### src/hw/rtl/smdf_pkg.sv
// Shared types and constants for the serial mode demux framer.
// Used by smdf_cfg, smdf_engine and serial_mode_demux_framer; no dependencies.
package smdf_pkg;

   localparam int BUF_BYTES_DEF       = 512;
   localparam int HEADER_BYTES        = 7;
   localparam int MIN_FRAME_BYTES_DEF = 8;

   localparam int POS_W   = 10;
   localparam int TICK_W  = 16;
   localparam int LEN_W   = 16;
   localparam int FULL_W  = LEN_W + 1;
   localparam int CSR_A_W = 2;
   localparam int CSR_D_W = 16;

   localparam logic [POS_W-1:0] LEN_LO_POS = POS_W'(HEADER_BYTES - 1);
   localparam logic [POS_W-1:0] LEN_HI_POS = POS_W'(HEADER_BYTES);

   localparam logic [7:0] PRINT_LO = 8'h20;
   localparam logic [7:0] PRINT_END = 8'h7F;
   localparam logic [7:0] ASCII_LF = 8'h0A;
   localparam logic [7:0] ASCII_CR = 8'h0D;

   localparam logic [CSR_A_W-1:0] CSR_MAGIC      = 2'd0;
   localparam logic [CSR_A_W-1:0] CSR_FRAME_TOUT = 2'd1;
   localparam logic [CSR_A_W-1:0] CSR_LINE_TOUT  = 2'd2;

   localparam logic [7:0]        MAGIC_RST      = 8'd170;
   localparam logic [TICK_W-1:0] FRAME_TOUT_RST = 16'd500;
   localparam logic [TICK_W-1:0] LINE_TOUT_RST  = 16'd200;

   localparam logic [1:0] EV_DATA = 2'd0;
   localparam logic [1:0] EV_LAST = 2'd1;
   localparam logic [1:0] EV_END  = 2'd2;
   localparam logic [1:0] EV_DROP = 2'd3;

   localparam logic [1:0] KIND_FRAME = 2'd0;
   localparam logic [1:0] KIND_LINE  = 2'd1;
   localparam logic [1:0] KIND_RAW   = 2'd2;

   localparam logic FUNC_BYTE = 1'b0;
   localparam logic FUNC_TICK = 1'b1;

   typedef struct packed {
      logic [7:0]        magic_byte;
      logic [TICK_W-1:0] frame_timeout;
      logic [TICK_W-1:0] line_timeout;
   } cfg_type;

   typedef struct packed {
      logic [1:0]       event_res;
      logic [1:0]       kind;
      logic [7:0]       out_byte;
      logic [POS_W-1:0] position;
   } res_type;

endpackage

### src/hw/rtl/smdf_cfg.sv
// Configuration registers of the serial mode demux framer.
// Depends on smdf_pkg.
module smdf_cfg (
   input  logic                           clock,
   input  logic                           reset,
   input  logic                           csr_we,
   input  logic [smdf_pkg::CSR_A_W-1:0]   csr_addr,
   input  logic [smdf_pkg::CSR_D_W-1:0]   csr_wdata,
   output smdf_pkg::cfg_type              cfg
);

   smdf_pkg::cfg_type cfg_ff;
   smdf_pkg::cfg_type cfg_in;

   always_comb begin
      cfg_in = cfg_ff;
      if (csr_we) begin
         case (csr_addr)
            smdf_pkg::CSR_MAGIC:      cfg_in.magic_byte    = csr_wdata[7:0];
            smdf_pkg::CSR_FRAME_TOUT: cfg_in.frame_timeout = csr_wdata;
            smdf_pkg::CSR_LINE_TOUT:  cfg_in.line_timeout  = csr_wdata;
            default:                  cfg_in = cfg_ff;
         endcase
      end
   end

   always_ff @(posedge clock) begin
      if (reset) begin
         cfg_ff.magic_byte    <= smdf_pkg::MAGIC_RST;
         cfg_ff.frame_timeout <= smdf_pkg::FRAME_TOUT_RST;
         cfg_ff.line_timeout  <= smdf_pkg::LINE_TOUT_RST;
      end else begin
         cfg_ff <= cfg_in;
      end
   end

   assign cfg = cfg_ff;

endmodule

### src/hw/rtl/smdf_engine.sv
// Message state and per-request classification for the serial mode demux framer.
// Depends on smdf_pkg; fed by the top level's request register.
module smdf_engine #(
   parameter int BUF_BYTES       = smdf_pkg::BUF_BYTES_DEF,
   parameter int MIN_FRAME_BYTES = smdf_pkg::MIN_FRAME_BYTES_DEF
) (
   input  logic              clock,
   input  logic              reset,
   input  smdf_pkg::cfg_type cfg,
   input  logic              step,
   input  logic              func,
   input  logic [7:0]        rx_byte,
   output logic              res_vld,
   output smdf_pkg::res_type res
);

   localparam logic [smdf_pkg::POS_W-1:0]  BufLim = smdf_pkg::POS_W'(BUF_BYTES);
   localparam logic [smdf_pkg::POS_W-1:0]  MinLim = smdf_pkg::POS_W'(MIN_FRAME_BYTES);
   localparam logic [smdf_pkg::FULL_W-1:0] FullExtra =
      smdf_pkg::FULL_W'(smdf_pkg::HEADER_BYTES + 1);

   typedef enum logic [1:0] {
      MODE_IDLE,
      MODE_FRAME,
      MODE_LINE
   } mode_type;

   mode_type                        mode_ff, mode_in;
   logic [smdf_pkg::POS_W-1:0]      cnt_ff, cnt_in;
   logic [smdf_pkg::LEN_W-1:0]      pay_ff, pay_in;
   logic [smdf_pkg::TICK_W-1:0]     ticks_ff, ticks_in;

   logic [smdf_pkg::TICK_W-1:0]     ticks_inc;
   logic [smdf_pkg::TICK_W-1:0]     limit;
   logic [smdf_pkg::POS_W-1:0]      cnt_nxt;
   logic [smdf_pkg::LEN_W-1:0]      pay_nxt;
   logic [smdf_pkg::FULL_W-1:0]     full_len;
   logic [1:0]                      cur_kind;
   logic                            is_eol;
   logic                            is_print;

   always_comb begin
      ticks_inc = (ticks_ff == '1) ? ticks_ff : ticks_ff + 1'b1;
      limit     = (mode_ff == MODE_FRAME) ? cfg.frame_timeout : cfg.line_timeout;
      cur_kind  = (mode_ff == MODE_FRAME) ? smdf_pkg::KIND_FRAME : smdf_pkg::KIND_LINE;
      is_eol    = (rx_byte == smdf_pkg::ASCII_LF) || (rx_byte == smdf_pkg::ASCII_CR);
      is_print  = (rx_byte >= smdf_pkg::PRINT_LO) && (rx_byte < smdf_pkg::PRINT_END);
      cnt_nxt   = cnt_ff + 1'b1;
      if (cnt_nxt == smdf_pkg::LEN_LO_POS) begin
         pay_nxt = {8'd0, rx_byte};
      end else if (cnt_nxt == smdf_pkg::LEN_HI_POS) begin
         pay_nxt = {rx_byte, pay_ff[7:0]};
      end else begin
         pay_nxt = pay_ff;
      end
      full_len = FullExtra + smdf_pkg::FULL_W'(pay_nxt);

      mode_in  = mode_ff;
      cnt_in   = cnt_ff;
      pay_in   = pay_ff;
      ticks_in = ticks_ff;
      res_vld  = 1'b0;
      res      = '0;

      if (func == smdf_pkg::FUNC_TICK) begin
         if (mode_ff != MODE_IDLE) begin
            if (ticks_inc > limit) begin
               res_vld   = 1'b1;
               res       = '{smdf_pkg::EV_DROP, cur_kind, 8'd0, cnt_ff};
               mode_in   = MODE_IDLE;
               cnt_in    = '0;
               pay_in    = '0;
               ticks_in  = '0;
            end else begin
               ticks_in = ticks_inc;
            end
         end
      end else if (mode_ff == MODE_IDLE) begin
         if (rx_byte == cfg.magic_byte) begin
            res_vld  = 1'b1;
            res      = '{smdf_pkg::EV_DATA, smdf_pkg::KIND_FRAME, rx_byte, 10'd1};
            mode_in  = MODE_FRAME;
            cnt_in   = 10'd1;
            ticks_in = '0;
         end else if (is_print) begin
            res_vld  = 1'b1;
            res      = '{smdf_pkg::EV_DATA, smdf_pkg::KIND_LINE, rx_byte, 10'd1};
            mode_in  = MODE_LINE;
            cnt_in   = 10'd1;
            ticks_in = '0;
         end else if (!is_eol) begin
            res_vld = 1'b1;
            res     = '{smdf_pkg::EV_LAST, smdf_pkg::KIND_RAW, rx_byte, 10'd1};
         end
      end else if (cnt_ff >= BufLim) begin
         res_vld  = 1'b1;
         res      = '{smdf_pkg::EV_DROP, cur_kind, 8'd0, cnt_ff};
         mode_in  = MODE_IDLE;
         cnt_in   = '0;
         pay_in   = '0;
         ticks_in = '0;
      end else if (mode_ff == MODE_LINE) begin
         res_vld = 1'b1;
         if (is_eol) begin
            res      = '{smdf_pkg::EV_END, smdf_pkg::KIND_LINE, 8'd0, cnt_nxt};
            mode_in  = MODE_IDLE;
            cnt_in   = '0;
            pay_in   = '0;
            ticks_in = '0;
         end else begin
            res    = '{smdf_pkg::EV_DATA, smdf_pkg::KIND_LINE, rx_byte, cnt_nxt};
            cnt_in = cnt_nxt;
         end
      end else begin
         res_vld = 1'b1;
         res     = '{smdf_pkg::EV_DATA, smdf_pkg::KIND_FRAME, rx_byte, cnt_nxt};
         cnt_in  = cnt_nxt;
         pay_in  = pay_nxt;
         if (cnt_nxt >= MinLim) begin
            if (full_len > smdf_pkg::FULL_W'(BufLim)) begin
               res      = '{smdf_pkg::EV_DROP, smdf_pkg::KIND_FRAME, 8'd0, cnt_nxt};
               mode_in  = MODE_IDLE;
               cnt_in   = '0;
               pay_in   = '0;
               ticks_in = '0;
            end else if (smdf_pkg::FULL_W'(cnt_nxt) >= full_len) begin
               res      = '{smdf_pkg::EV_LAST, smdf_pkg::KIND_FRAME, rx_byte, cnt_nxt};
               mode_in  = MODE_IDLE;
               cnt_in   = '0;
               pay_in   = '0;
               ticks_in = '0;
            end
         end
      end
   end

   always_ff @(posedge clock) begin
      if (reset) begin
         mode_ff  <= MODE_IDLE;
         cnt_ff   <= '0;
         pay_ff   <= '0;
         ticks_ff <= '0;
      end else if (step) begin
         mode_ff  <= mode_in;
         cnt_ff   <= cnt_in;
         pay_ff   <= pay_in;
         ticks_ff <= ticks_in;
      end
   end

   a_cnt_bound: assert property (@(posedge clock) disable iff (reset)
      cnt_ff <= BufLim)
      else $error("byte count beyond buffer size");

   a_idle_clear: assert property (@(posedge clock) disable iff (reset)
      (mode_ff == MODE_IDLE) |-> (cnt_ff == '0 && pay_ff == '0 && ticks_ff == '0))
      else $error("idle with stale message state");

   a_busy_count: assert property (@(posedge clock) disable iff (reset)
      (mode_ff != MODE_IDLE) |-> (cnt_ff != '0))
      else $error("open message without bytes");

   a_drop_idle: assert property (@(posedge clock) disable iff (reset)
      (step && res_vld && (res.event_res == smdf_pkg::EV_DROP
         || res.event_res == smdf_pkg::EV_END)) |=> (mode_ff == MODE_IDLE))
      else $error("message not closed after discard or line end");

endmodule

### src/hw/rtl/serial_mode_demux_framer.sv
// Top level of the serial mode demux framer: request register, engine, response register.
// Depends on smdf_pkg, smdf_cfg and smdf_engine.
//
//   channel | direction | tdata                         | tuser
//   req     | in        | rx_byte[7:0]                  | func
//   rsp     | out       | out_byte[7:0], position[17:8] | event_res[1:0], kind[3:2]
//   csr     | in        | write only: we, addr, wdata   | -
//
// One request per cycle while the response is not stalled; requests pass the request
// register, then the response register. Ticks and requests with no response use a slot.
// Reset is synchronous and returns to idle with register defaults.
// A stalled response holds and stops the engine; the request register holds one
// request and keeps req_tready low until the response drains.
module serial_mode_demux_framer #(
   parameter int BUF_BYTES       = smdf_pkg::BUF_BYTES_DEF,
   parameter int MIN_FRAME_BYTES = smdf_pkg::MIN_FRAME_BYTES_DEF
) (
   input  logic                          clock,
   input  logic                          reset,
   input  logic                          req_tvalid,
   output logic                          req_tready,
   input  logic [7:0]                    req_tdata,   // rx_byte
   input  logic                          req_tuser,   // func
   output logic                          rsp_tvalid,
   input  logic                          rsp_tready,
   output logic [23:0]                   rsp_tdata,   // out_byte, position, zero pad
   output logic [3:0]                    rsp_tuser,   // event_res, kind
   input  logic                          csr_we,
   input  logic [smdf_pkg::CSR_A_W-1:0]  csr_addr,
   input  logic [smdf_pkg::CSR_D_W-1:0]  csr_wdata
);

   smdf_pkg::cfg_type cfg;
   smdf_pkg::res_type eng_res;
   smdf_pkg::res_type rsp_res_ff;
   logic              eng_vld;
   logic              req_vld_ff;
   logic              req_func_ff;
   logic [7:0]        req_byte_ff;
   logic              rsp_vld_ff;
   logic              adv;

   assign adv        = req_vld_ff && (!rsp_vld_ff || rsp_tready);
   assign req_tready = !req_vld_ff || adv;

   smdf_cfg u_cfg (
      .clock     (clock),
      .reset     (reset),
      .csr_we    (csr_we),
      .csr_addr  (csr_addr),
      .csr_wdata (csr_wdata),
      .cfg       (cfg)
   );

   smdf_engine #(
      .BUF_BYTES       (BUF_BYTES),
      .MIN_FRAME_BYTES (MIN_FRAME_BYTES)
   ) u_engine (
      .clock   (clock),
      .reset   (reset),
      .cfg     (cfg),
      .step    (adv),
      .func    (req_func_ff),
      .rx_byte (req_byte_ff),
      .res_vld (eng_vld),
      .res     (eng_res)
   );

   always_ff @(posedge clock) begin
      if (reset) begin
         req_vld_ff <= 1'b0;
         rsp_vld_ff <= 1'b0;
      end else begin
         if (req_tready) begin
            req_vld_ff <= req_tvalid;
         end
         if (adv && eng_vld) begin
            rsp_vld_ff <= 1'b1;
         end else if (rsp_tready) begin
            rsp_vld_ff <= 1'b0;
         end
      end
   end

   always_ff @(posedge clock) begin
      if (req_tready && req_tvalid) begin
         req_func_ff <= req_tuser;
         req_byte_ff <= req_tdata;
      end
      if (adv && eng_vld) begin
         rsp_res_ff <= eng_res;
      end
   end

   assign rsp_tvalid = rsp_vld_ff;
   assign rsp_tdata  = {6'd0, rsp_res_ff.position, rsp_res_ff.out_byte};
   assign rsp_tuser  = {rsp_res_ff.kind, rsp_res_ff.event_res};

endmodule
### config.mk
export PLATFORM = sky130hd
export DESIGN_NAME = serial_mode_demux_framer
export DESIGN_NICKNAME = d
export VERILOG_FILES = /design/src/hw/rtl/smdf_pkg.sv /design/src/hw/rtl/smdf_cfg.sv /design/src/hw/rtl/smdf_engine.sv /design/src/hw/rtl/serial_mode_demux_framer.sv
export SDC_FILE = /design/constraint.sdc
export NUM_CORES = 1
export LEC_CHECK = 0
export BUFFER_PORTS_ARGS = -buffer_cell sky130_fd_sc_hd__buf_2
export CORE_AREA = 2 2 181 94
export DETAILED_ROUTE_END_ITERATION = 12
export DIE_AREA = 0 0 183 96
export GPL_TIMING_DRIVEN = 0
export PLACE_DENSITY = 0.64
export SETUP_SLACK_MARGIN = 0.02
export SYNTH_ARGS = -nofsm -noshare
export SYNTH_HDL_FRONTEND = slang
export SYNTH_SLANG_ARGS = --single-unit
### constraint.sdc
create_clock -name clock -period 5 [get_ports clock]
set_input_delay 0.75 -clock clock [delete_from_list [all_inputs] [get_ports clock]]
set_output_delay 0.75 -clock clock [all_outputs]
set_load 0.02 [all_outputs]
==> impl_results.md, run 1 <==
- Number of synthesized register bits: 117
- Commonest cells after routing, fill and taps aside: nand2_1, dfxtp_1, a21oi_1
- Post-synthesis instance total: 825
- Post-layout total power: 2.47 mW
- Routability congestion estimate: approximately 0.97
- Setup repair after global routing missed its margin: true
- Final worst-path cycle share: 0.973
- Worst setup EP type: flip-flop
- Post-detailed-placement cell area: approximately 0.0077 mm²
- Post-detailed-routing wire length: 22,400 µm
- Setup violations, final: 0
- Count of warnings emitted by yosys: 0
- Number of iterations in the first detailed-routing pass: 7
- DRT iter0 DRCs: 794
- Result of the run: complete, no violations
- Buffers added on ports: 55
- Share of post-route cells with drive strength above 1: 0.202
- Flip-flop cell with the highest count after synthesis: dfxtp_1
- Starting density of the core: 0.444
- Largest net degree at the start of global routing: 17
- Async set-reset flop share out of synthesis: 0
- Area of the core: 0.0160 mm²
- Post-route ant nets: 0
- Number of top-level design ports: 62
- Crit path max fanout: 7
- Filler-free cell count of the finished design: 1,155
- Remaining global-route overflow: 0
- Synthesis-to-finish area growth: 23.6%
- Ranking of synthesized cells by area: dfxtp_1, edfxtp_1, nand2_1
- Post-synth top area share: 0.242
- Worst hold path class: reg2reg
- Via count: 6,748
- Largest voltage drop on the vdd net: between 0.0002 and 0.00025 V
- Setup_tns: 0 ns
- Via density per instance: approximately 5.8
- Root buffer cell: clkbuf_16
- Leakage power: 3.41 nW
- Synth cell types: between 70 and 80
- Most common cell after layout, fill and taps aside: nand2_1
- Buffers from clock root to sink, at most: 2
- Count of flip-flops with a built-in enable after synthesis: 31
- Post-layout nets: between 900 and 1k
- GR Util All Layers: 0.257
- Top cell type by total area after synthesis: dfxtp_1
- Clk_lat worst skew: 0.42 ns
- Combined area of all synthesized cells: ~0.007 mm²
- First-pass GRT wire length: roughly 34,000 µm
- Period minus WS final: 4.87 ns
- Final worst hold slack: around 0.45 ns
- Required time at the worst-slack endpoint: 5.28 ns
- Clk_skew: just over 0.009 ns
- Worst slew slack as a fraction of its limit: 0.313
- Actual slew at the worst max-slew pin: about 1 ns
- CTS buffer count: 17
- Share of the yosys chip area belonging to registers: 0.373
- Nature of the critical path startpoint: flip-flop
- Post-route cell area: 0.00880 mm²
- Hold Violations, Final: 0
- DP Cell Count: around 1.1k
- Horizontal die dimension: ~180 µm
- H-tree levels: 4
- Antenna violations before repair: 0
- Std-Cell Rows: 33
- Full die area: approximately 0.018 mm²
- Via count of the first global-routing pass: ~5.8k
- Clock-pin slew reported for the worst setup and hold paths after clock tree synthesis: 0.06 ns
- DRC: 0
- Arrival time of the worst setup path: between 5 and 6 ns
- Count of max-cap constraint violations: 0
- Top achievable clock speed: approximately 0.2 GHz
- Half-perimeter wire length after detailed placement: about 16,000 µm
- Final-report max-slew violation count: 0
- Avg Cell Area, Syn: 8.62 µm²
- Number of clock sinks: about 120
- Routed len/inst: just under 20 µm
- Die boundary height: roughly 96 µm
- CP Class: reg2reg
- Diode count: 0
- Areal power density over the cells: around 280 mW/mm²
- CTS tree: done
area by class of cell:
class                           count  area [µm²]
Buffer                             60         317
Clock buffer                       25         528
Clock inverter                      7        88.8
Fill cell                        1476        7220
Inverter                           13        48.8
Multi-Input combinational cell    638        4380
Sequential cell                   117        2660
Tap cell                          210         263
Timing Repair Buffer               85         512
sequential cells by signal, summed over array words and instances (netlist names):
name               cells
rsp_tuser              4
req_byte_ff            8
req_vld_ff             1
u_engine.cnt_ff       10
u_engine.mode_ff       2
u_engine.ticks_ff     16
rsp_tvalid             1
rsp_tdata             18
u_cfg.cfg             40
req_func_ff            1
u_engine.pay_ff       16
worst max-delay path, cell delays in order, from the launching register on:
cell and delay [ns]:
dfxtp_4 0.36, ha_4 0.16, and3_4 0.17, buf_6 0.12, nor4_4 0.35, o211ai_4 0.16
nor3_4 0.26, buf_8 0.16, mux2_4 0.32, ha_4 0.20, nand2_2 0.07, nor4_1 0.05
a31oi_1 0.27, o311ai_2 0.19, ha_1 0.33, o21ai_1 0.06, a21oi_1 0.13, nor3_1 0.06
o21a_1 0.21, o21bai_4 0.24, buf_4 0.19, o21ai_2 0.10, buf_4 0.18, a32oi_1 0.32
nor2_1 0.06
metal layers:
metal	wire length [µm]	part of all wire	track usage
met1	11500	0.51	0.415
met3	3070	0.14	0.113
met2	7740	0.35	0.292
met4	136	0.0061	0.0507
met5	0	0	0
what timing repair did:
| item | CTS | global route |
|---|---|---|
| endpoints found under the hold margin | 0 | 0 |
| hold buffers | 0 | 0 |
| gates resized for setup | 25 | 45 |
| buffers inserted | 6 | 23 |
| pin swaps | 5 | 19 |
| cloned | 0 | 1 |
| endpoints found under the setup margin | 73 | 84 |
per-stage QoR:
step | utilization | setup WS [ns]
6_report | 0.549 | 0.134
5_1_grt | 0.549 | -0.117
4_1_cts | 0.527 | 0.00658
3_5_place_dp | 0.481 | -0.918
3_3_place_gp | 0.480 | -1.11
2_1_floorplan | - | 0.108
path summary, 6_finish.rpt:
path                                    from                         endpoint  slack [ns]  depth (start not counted)
min reg2reg       u_cfg.cfg[30]$_SDFFE_PP0P_       u_cfg.cfg[30]$_SDFFE_PP0P_        0.45                          2
max reg2reg  u_engine.cnt_ff[0]$_SDFFE_PP0P_  u_engine.cnt_ff[1]$_SDFFE_PP0P_        0.13                         24
max          u_engine.cnt_ff[0]$_SDFFE_PP0P_  u_engine.cnt_ff[1]$_SDFFE_PP0P_        0.13                         24
min               u_cfg.cfg[30]$_SDFFE_PP0P_       u_cfg.cfg[30]$_SDFFE_PP0P_        0.45                          2
power by group:
part / internal [mW] / switching, mW
clock: 0.830 / 0.443
combinational: 0.0637 / 0.128
sequential: 0.994 / 0.0111
Yosys cell counts, types with 5 or more instances:
| cell type | n |
|---|---|
| nand2_1 | 108 |
| dfxtp_1 | 86 |
| a21oi_1 | 63 |
| nor2_1 | 56 |
| clkbuf_1 | 44 |
| nand3_1 | 44 |
| ha_1 | 32 |
| o21ai_0 | 32 |
| edfxtp_1 | 31 |
| mux2i_1 | 28 |
| xnor2_1 | 27 |
| and3_1 | 19 |
| nand4_1 | 19 |
| a21o_1 | 15 |
| and2_1 | 14 |
| inv_1 | 12 |
| a32o_1 | 10 |
| nor3_1 | 10 |
| o21a_1 | 9 |
| a32oi_1 | 8 |
| buf_4 | 8 |
| nor2b_1 | 8 |
| a31oi_1 | 7 |
| nor4_1 | 7 |
| o31ai_1 | 7 |
| a22o_1 | 6 |
| and4_1 | 6 |
| buf_2 | 5 |
| mux2_2 | 5 |
| xor2_1 | 5 |
cell families (layout without fill, tap and decap cells):
group	after synthesis	after routing	synth area share
AND/OR/NAND/NOR	327	327	0.232
flip-flops	117	117	0.373
multiplexers	33	33	0.0473
AO/OA/AOI/OAI	207	208	0.205
XOR/XNOR	32	32	0.0394
buffers and inverters	76	190	0.0473
adder cells (fa/ha/maj)	32	32	0.0563
other	1	6	0.000527
Note: power is estimated with default switching activity, not from simulation.
==> run 2: changes to the inputs <==
Settings changed: SETUP_SLACK_MARGIN 0.02 to 0.4.
==> impl_results.md, run 2 (same netlist as run 1, synthesis figures left out) <==
- Setup violations, final: 0
- Worst setup EP type: flip-flop
- Via density per instance: roughly 6
- Filler-free cell count of the finished design: 1,177
- Setup_tns: 0 ns
- Setup repair after global routing missed its margin: true
- Count of buffer and inverter cells on the critical path: 4
- Remaining global-route overflow: 0
- Arrival time of the worst setup path: 5.01 ns
- Root buffer cell: clkbuf_16
- Worst slew slack as a fraction of its limit: 0.191
- Count of max-cap constraint violations: 0
- Starting density of the core: 0.444
- Buffers added on ports: 55
- Half-perimeter wire length after detailed placement: roughly 17,000 µm
- Synthesis-to-finish area growth: 28.9%
- Most common cell after layout, fill and taps aside: nand2_1
- DRT iter0 DRCs: roughly 760
- Clock-pin slew reported for the worst setup and hold paths after clock tree synthesis: approximately 0.060 ns
- Clock Power Share: 0.501
- Fraction of power spent switching nets: 0.242
- Diode count: 0
- Area of the core: around 0.016 mm²
- Post-layout nets: 1,018
- Via count: roughly 7k
- Largest net degree at the start of global routing: 17
- Antenna violations before repair: 0
- Actual slew at the worst max-slew pin: 1.20 ns
- CTS tree: done
- Post-layout total power: 2.42 mW
- CTS buffer count: 17
- Die boundary height: around 96 µm
- Routability congestion estimate: around 0.96
- Nature of the critical path startpoint: flip-flop
- Areal power density over the cells: roughly 260 mW/mm²
- First-pass GRT wire length: 34,400 µm
- Top achievable clock speed: between 0.2 and 0.25 GHz
- Final-report max-slew violation count: 0
- Hold Violations, Final: 0
- Routed len/inst: 19.7 µm
- NetSw: about 0.6 mW
- DRC: 0
- Internal power: approximately 1.8 mW
- Share of post-route cells with drive strength above 1: 0.251
- Clk_lat worst skew: approximately 0.42 ns
- Post-route ant nets: 0
- Final worst-path cycle share: 0.940
- Commonest cells after routing, fill and taps aside: nand2_1, dfxtp_1, a21oi_1, buf_2, nor2_1
- Clk_skew: 0.0107 ns
- Horizontal die dimension: between 150 and 200 µm
- CP Class: reg2reg
- H-tree levels: 4
- Number of flip-flops in the largest register: 40
- Leakage power: ~3.6 nW
- Logic gate share of total power: 0.084
- CTS Hold Bufs: 0
- Post-detailed-routing wire length: ~23,000 µm
- Crit path max fanout: 6
- GR Util All Layers: 0.263
- Result of the run: complete, no violations
- Std-Cell Rows: 33
- Portion of total power attributed to sequential cells: 0.415
- Category of cells accounting for the largest share of critical-path delay: compound AO/OA/AOI/OAI gates
- DP Cell Count: ~1.1k
- Worst-path cell chain: buf_6 > buf_8 > a211o_1 > a21oi_2 > o211ai_4 > nor3_4 > clkbuf_8 > mux2_4 > ha_4 > nand2_2 > nor4_2 > a31oi_1 > o311ai_2 > ha_1 > o21ai_1 > a21oi_2 > nor3_2 > o21a_1 > o21bai_4 > nor4_2 > a21o_1 > and2_4 > buf_8 > a221o_1
- Number of top-level design ports: 62
- Number of iterations in the first detailed-routing pass: 5
- Final worst hold slack: 0.451 ns
- Largest voltage drop on the vdd net: 0.000275 V
- Number of clock sinks: 117
- Crit path largest cell delay: approximately 0.35 ns
- Via count of the first global-routing pass: ~6k
- Worst hold path class: reg2reg
- Standard cell with the maximum stage delay on the critical path: dfxtp_4
- Full die area: ~0.018 mm²
- Period minus WS final: about 4.7 ns
- Required time at the worst-slack endpoint: around 5.3 ns
- Buffers from clock root to sink, at most: 2
run 2: changes by cell type in the layout (fill, tap and decap cells not counted), moves of 3 or more:
cell,change
and3_4,+4
dfxtp_2,+6
a21oi_1,-3
buf_12,+3
dfxtp_1,-6
and3_1,-4
buf_4,+11
buf_6,+5
run 2: what timing repair did:
item | 4_1_cts | 5_1_grt
setup endpoints to repair | 88 | 88
buffers inserted | 25 | 22
endpoints found under the hold margin | 0 | 0
cloned | 2 | 1
pin swaps | 27 | 35
gates resized for setup | 55 | 59
run 2: layout make-up:
cell class | count | area, µm²
inverters | 13 | 48.8
fillers | 1466 | 6850
clock inverters | 12 | 138
flip-flops and latches | 117 | 2670
clock buffers | 20 | 437
well taps | 210 | 263
multi-input cells | 638 | 4530
repair buffers | 104 | 717
plain buffers | 63 | 370
run 2: metrics by stage:
step	setup WS [ns]	util	instance area [µm²]
after floorplan	0.325	-	7200
after global placement	-0.544	0.483	7740
after detailed placement	-0.547	0.483	7740
after CTS	0.226	0.544	8720
after global routing	0.136	0.573	9170
final	0.301	0.573	9170
run 2: worst paths after layout:
| path | startpoint | end | slack (ns) | depth (start not counted) |
|---|---|---|---|---|
| max | u_engine.cnt_ff[0]$_SDFFE_PP0P_ | u_engine.pay_ff[12]$_SDFFE_PP0P_ | 0.30 | 24 |
| min | u_cfg.cfg[13]$_SDFFE_PP0P_ | u_cfg.cfg[13]$_SDFFE_PP0P_ | 0.45 | 2 |
| max reg2reg | u_engine.cnt_ff[0]$_SDFFE_PP0P_ | u_engine.pay_ff[12]$_SDFFE_PP0P_ | 0.30 | 24 |
| min reg2reg | u_cfg.cfg[13]$_SDFFE_PP0P_ | u_cfg.cfg[13]$_SDFFE_PP0P_ | 0.45 | 2 |
run 2: tightest hold or removal path: stages (launching register included):
cell and delay, ns:
dfxtp_1 0.30, nand2_1 0.05, a21oi_1 0.05
run 2: power groups by stage:
stage | clock [mW] | sequential (mW) | combinational, mW
6_report | 1.22 | 1.00 | 0.204
5_1_grt | 1.27 | 1.01 | 0.218
4_1_cts | 1.22 | 1.01 | 0.186
3_5_place_dp | 0 | 1.03 | 0.177
3_3_place_gp | 0 | 1.03 | 0.176
2_1_floorplan | 0 | 1.03 | 0.108
run 2: routing by layer:
layer / GRT usage / vias up / wire length [µm] / part of all wire
li1: - / 3289 / - / -
met3: 0.0984 / 16 / 3290 / 0.14
met1: 0.416 / 3283 / 11500 / 0.49
met2: 0.319 / 392 / 8280 / 0.36
met4: 0.0580 / 0 / 143 / 0.0062
met5: 0 / - / 0 / 0
==> run 3: changes to the inputs <==
Settings changed: ABC_AREA set to 1, CORE_AREA 2 2 181 94 to 2 2 116 146, DIE_AREA 0 0 183 96 to 0 0 118 148.
==> impl_results.md, run 3 <==
- Result of the run: complete, no violations
- First-pass GRT wire length: approximately 30,000 µm
- Reg-to-reg critical path endpoint: u_engine.ticks_ff[9]$_SDFFE_PP0P_
- CTS buffer count: 17
- Routed length on met1: ~8000 µm
- DP Cell Count: 1,278
- Half-perimeter wire length after detailed placement: roughly 14,000 µm
- Clk_lat worst skew: 0.43 ns
- Diode count: 0
- Post-synth top area share: 0.242
- Flip-flop cell with the highest count after synthesis: dfxtp_1
- Category of cells accounting for the largest share of critical-path delay: simple AND/OR/NAND/NOR gates
- Synthesis-to-finish area growth: 18.3%
- Buffers from clock root to sink, at most: 2
- Worst hold path class: reg2reg
- Hold Violations, Final: 0
- Ranking of synthesized cells by area: dfxtp_1, edfxtp_1, nand2_1
- Count of max-cap constraint violations: 0
- Start point of the critical path: u_engine.cnt_ff[2]$_SDFFE_PP0P_
- Setup violations, final: 0
- Std-Cell Rows: 52
- Number of synthesized register bits: approximately 120
- Count of buffer and inverter cells on the critical path: 4
- Top achievable clock speed: 0.232 GHz
- Arrival time of the worst setup path: 4.63 ns
- Number of top-level design ports: 62
- Beginning of the worst hold path: u_cfg.cfg[20]$_SDFFE_PP1P_
- Nature of the critical path startpoint: flip-flop
- Largest family of logic cells by synthesized area: simple AND/OR/NAND/NOR gates
- Detail Route met3 WL: approximately 810 µm
- Length of routed met2 wiring: 10,100 µm
- Synth cell types: 43
- Cell seen most often among critical-path stages: nand2_1
- Number of flip-flops in the largest register: 40
- Share of the yosys chip area belonging to registers: 0.373
- Simple-gate share of the synthesized area: 0.334
- Commonest cells after routing, fill and taps aside: nand2_1, nor2_1, inv_1
- Largest voltage drop on the vdd net: approximately 0.00018 V
- Antenna violations before repair: 0
- Routability congestion estimate: 0.897
- Post-layout total power: approximately 2.5 mW
- Actual slew at the worst max-slew pin: roughly 1.2 ns
- Clk_skew: 0.00855 ns
- H-tree levels: 4
- Setup repair after global routing missed its margin: false
- Routed len/inst: about 15 µm
- Depth of the worst register-to-register path: 30
- Crit path largest cell delay: roughly 0.47 ns
- DRT iter0 DRCs: 388
- Combined area of all synthesized cells: roughly 0.007 mm²
- Avg Cell Area, Syn: 7.11 µm²
- Startpoint of the lowest-slack register-to-register path: u_engine.cnt_ff[2]$_SDFFE_PP0P_
- Via count: ~6.8k
- Most common cell in the netlist: nand2_1
- Count of flip-flops with a built-in enable after synthesis: 31
- Worst Hold Depth: 2
- Root buffer cell: clkbuf_16
- Final worst-path cycle share: 0.862
- Worst slew slack as a fraction of its limit: 0.226
- Mux share of post-synthesis cell area: 0.0227
- Largest net degree at the start of global routing: 18
- Starting density of the core: 0.443
- Buffers added on ports: 55
- Fraction of the mapped netlist area in adder cells: 0.0562
- Remaining global-route overflow: 0
- Async set-reset flop share out of synthesis: 0
- Final-report max-slew violation count: 0
- Count of warnings emitted by yosys: 0
- Worst setup EP type: flip-flop
- CP Class: reg2reg
- Via density per instance: 5.12
- Terminating pin of the worst hold path: u_cfg.cfg[20]$_SDFFE_PP1P_
- Number of iterations in the first detailed-routing pass: 5
- CTS Hold Bufs: 0
- Post-synthesis instance total: approximately 1k
- Top cell type by total area after synthesis: dfxtp_1
- Number of clock sinks: around 120
- Via count of the first global-routing pass: 6,357
- Leakage power: roughly 3.8 nW
- DRC: 0
- Area of the core: 0.0161 mm²
- Most common cell after layout, fill and taps aside: nand2_1
- Flop-to-flop setup slack: 0.69 ns
- Post-route ant nets: 0
- Most frequent cells after synthesis: nand2_1, nor2_1, inv_1, dfxtp_1, nand3_1
- Period minus WS final: between 4 and 5 ns
- Clock-pin slew reported for the worst setup and hold paths after clock tree synthesis: approximately 0.060 ns
- Die boundary height: about 150 µm
- Areal power density over the cells: approximately 300 mW/mm²
- CTS tree: done
- GR Util All Layers: 0.219
- Horizontal die dimension: roughly 120 µm
- Post-detailed-routing wire length: 19,300 µm
- Full die area: 0.0175 mm²
- Filler-free cell count of the finished design: 1,324
- Standard cell with the maximum stage delay on the critical path: dfxtp_1
- Xor and xnor fraction of the mapped netlist area: 0.0232
- Uppermost routed layer: met4
- Compound-cell area share of the yosys netlist: 0.0986
- Post-layout nets: between 1k and 1.5k
- Crit path max fanout: 10
- Required time at the worst-slack endpoint: ~5.3 ns
- Share of post-route cells with drive strength above 1: 0.151
==> run 3: area by class of cell <==
cell class	count	area [µm²]
plain buffers	34	188
multi-input cells	730	3900
repair buffers	68	380
flip-flops and latches	117	2660
fillers	1636	7640
inverters	127	477
clock inverters	14	126
well taps	216	270
clock buffers	18	429
==> run 3: how the worst max path moves through the flow <==
| stage | end | depth (start not counted) | slack [ns] |
|---|---|---|---|
| final | u_engine.ticks_ff[9]$_SDFFE_PP0P_ | 30 | 0.69 |
| after floorplan | rsp_tdata[0]$_SDFFCE_PP0P_ | 23 | 0.77 |
| after CTS | u_engine.ticks_ff[9]$_SDFFE_PP0P_ | 29 | 0.43 |
| after global routing | u_engine.ticks_ff[15]$_SDFFE_PP0P_ | 31 | 0.39 |
| after detailed placement | u_engine.ticks_ff[9]$_SDFFE_PP0P_ | 29 | 0.47 |
| after global placement | rsp_tdata[3]$_SDFFCE_PP0P_ | 23 | -0.36 |
==> run 3: per-layer routing <==
| layer | up-vias | global-route usage |
|---|---|---|
| met4 | 0 | 0.112 |
| li1 | 3474 | - |
| met3 | 41 | 0.0405 |
| met2 | 186 | 0.404 |
| met1 | 3074 | 0.238 |
| met5 | - | 0 |
==> run 3: report_power, final <==
part | switching [mW] | internal (mW)
combinational | 0.202 | 0.101
sequential | 0.0261 | 1.01
clock | 0.472 | 0.687
==> run 3: repair_timing <==
item,CTS,global route
gates resized for setup,0,19
setup buffers,0,12
setup endpoints to repair,0,68
endpoints found under the hold margin,0,0
==> run 3: worst reg2reg max path: cells and delay by family, from the launching register on <==
family                   cells  cell delay (ns)
AND/OR/NAND/NOR             20             2.15
adder cells (fa/ha/maj)      2             0.46
AO/OA/AOI/OAI                4             0.65
buffers and inverters        4             0.45
flip-flops                   1             0.47
==> run 3: metrics by stage <==
| step | worst slack (ns) | hold WS, ns | cell area, µm² | TNS [ns] | util |
|---|---|---|---|---|---|
| global placement | -0.355 | 0.436 | 7680 | -8.04 | 0.478 |
| finish | 0.692 | 0.457 | 8430 | 0 | 0.524 |
| floorplan | 0.771 | 0.428 | 7140 | 0 | - |
| global route | 0.391 | 0.480 | 8430 | 0 | 0.524 |
| CTS | 0.427 | 0.458 | 8260 | 0 | 0.514 |
| detailed placement | 0.475 | 0.442 | 7700 | 0 | 0.479 |
==> run 3: cells by family after synthesis <==
logic type,Yosys count
simple gates,524
buf+inv,161
compound gates,132
flops,117
fa+ha+maj,32
xor+xnor,18
mux,16
other cells,1
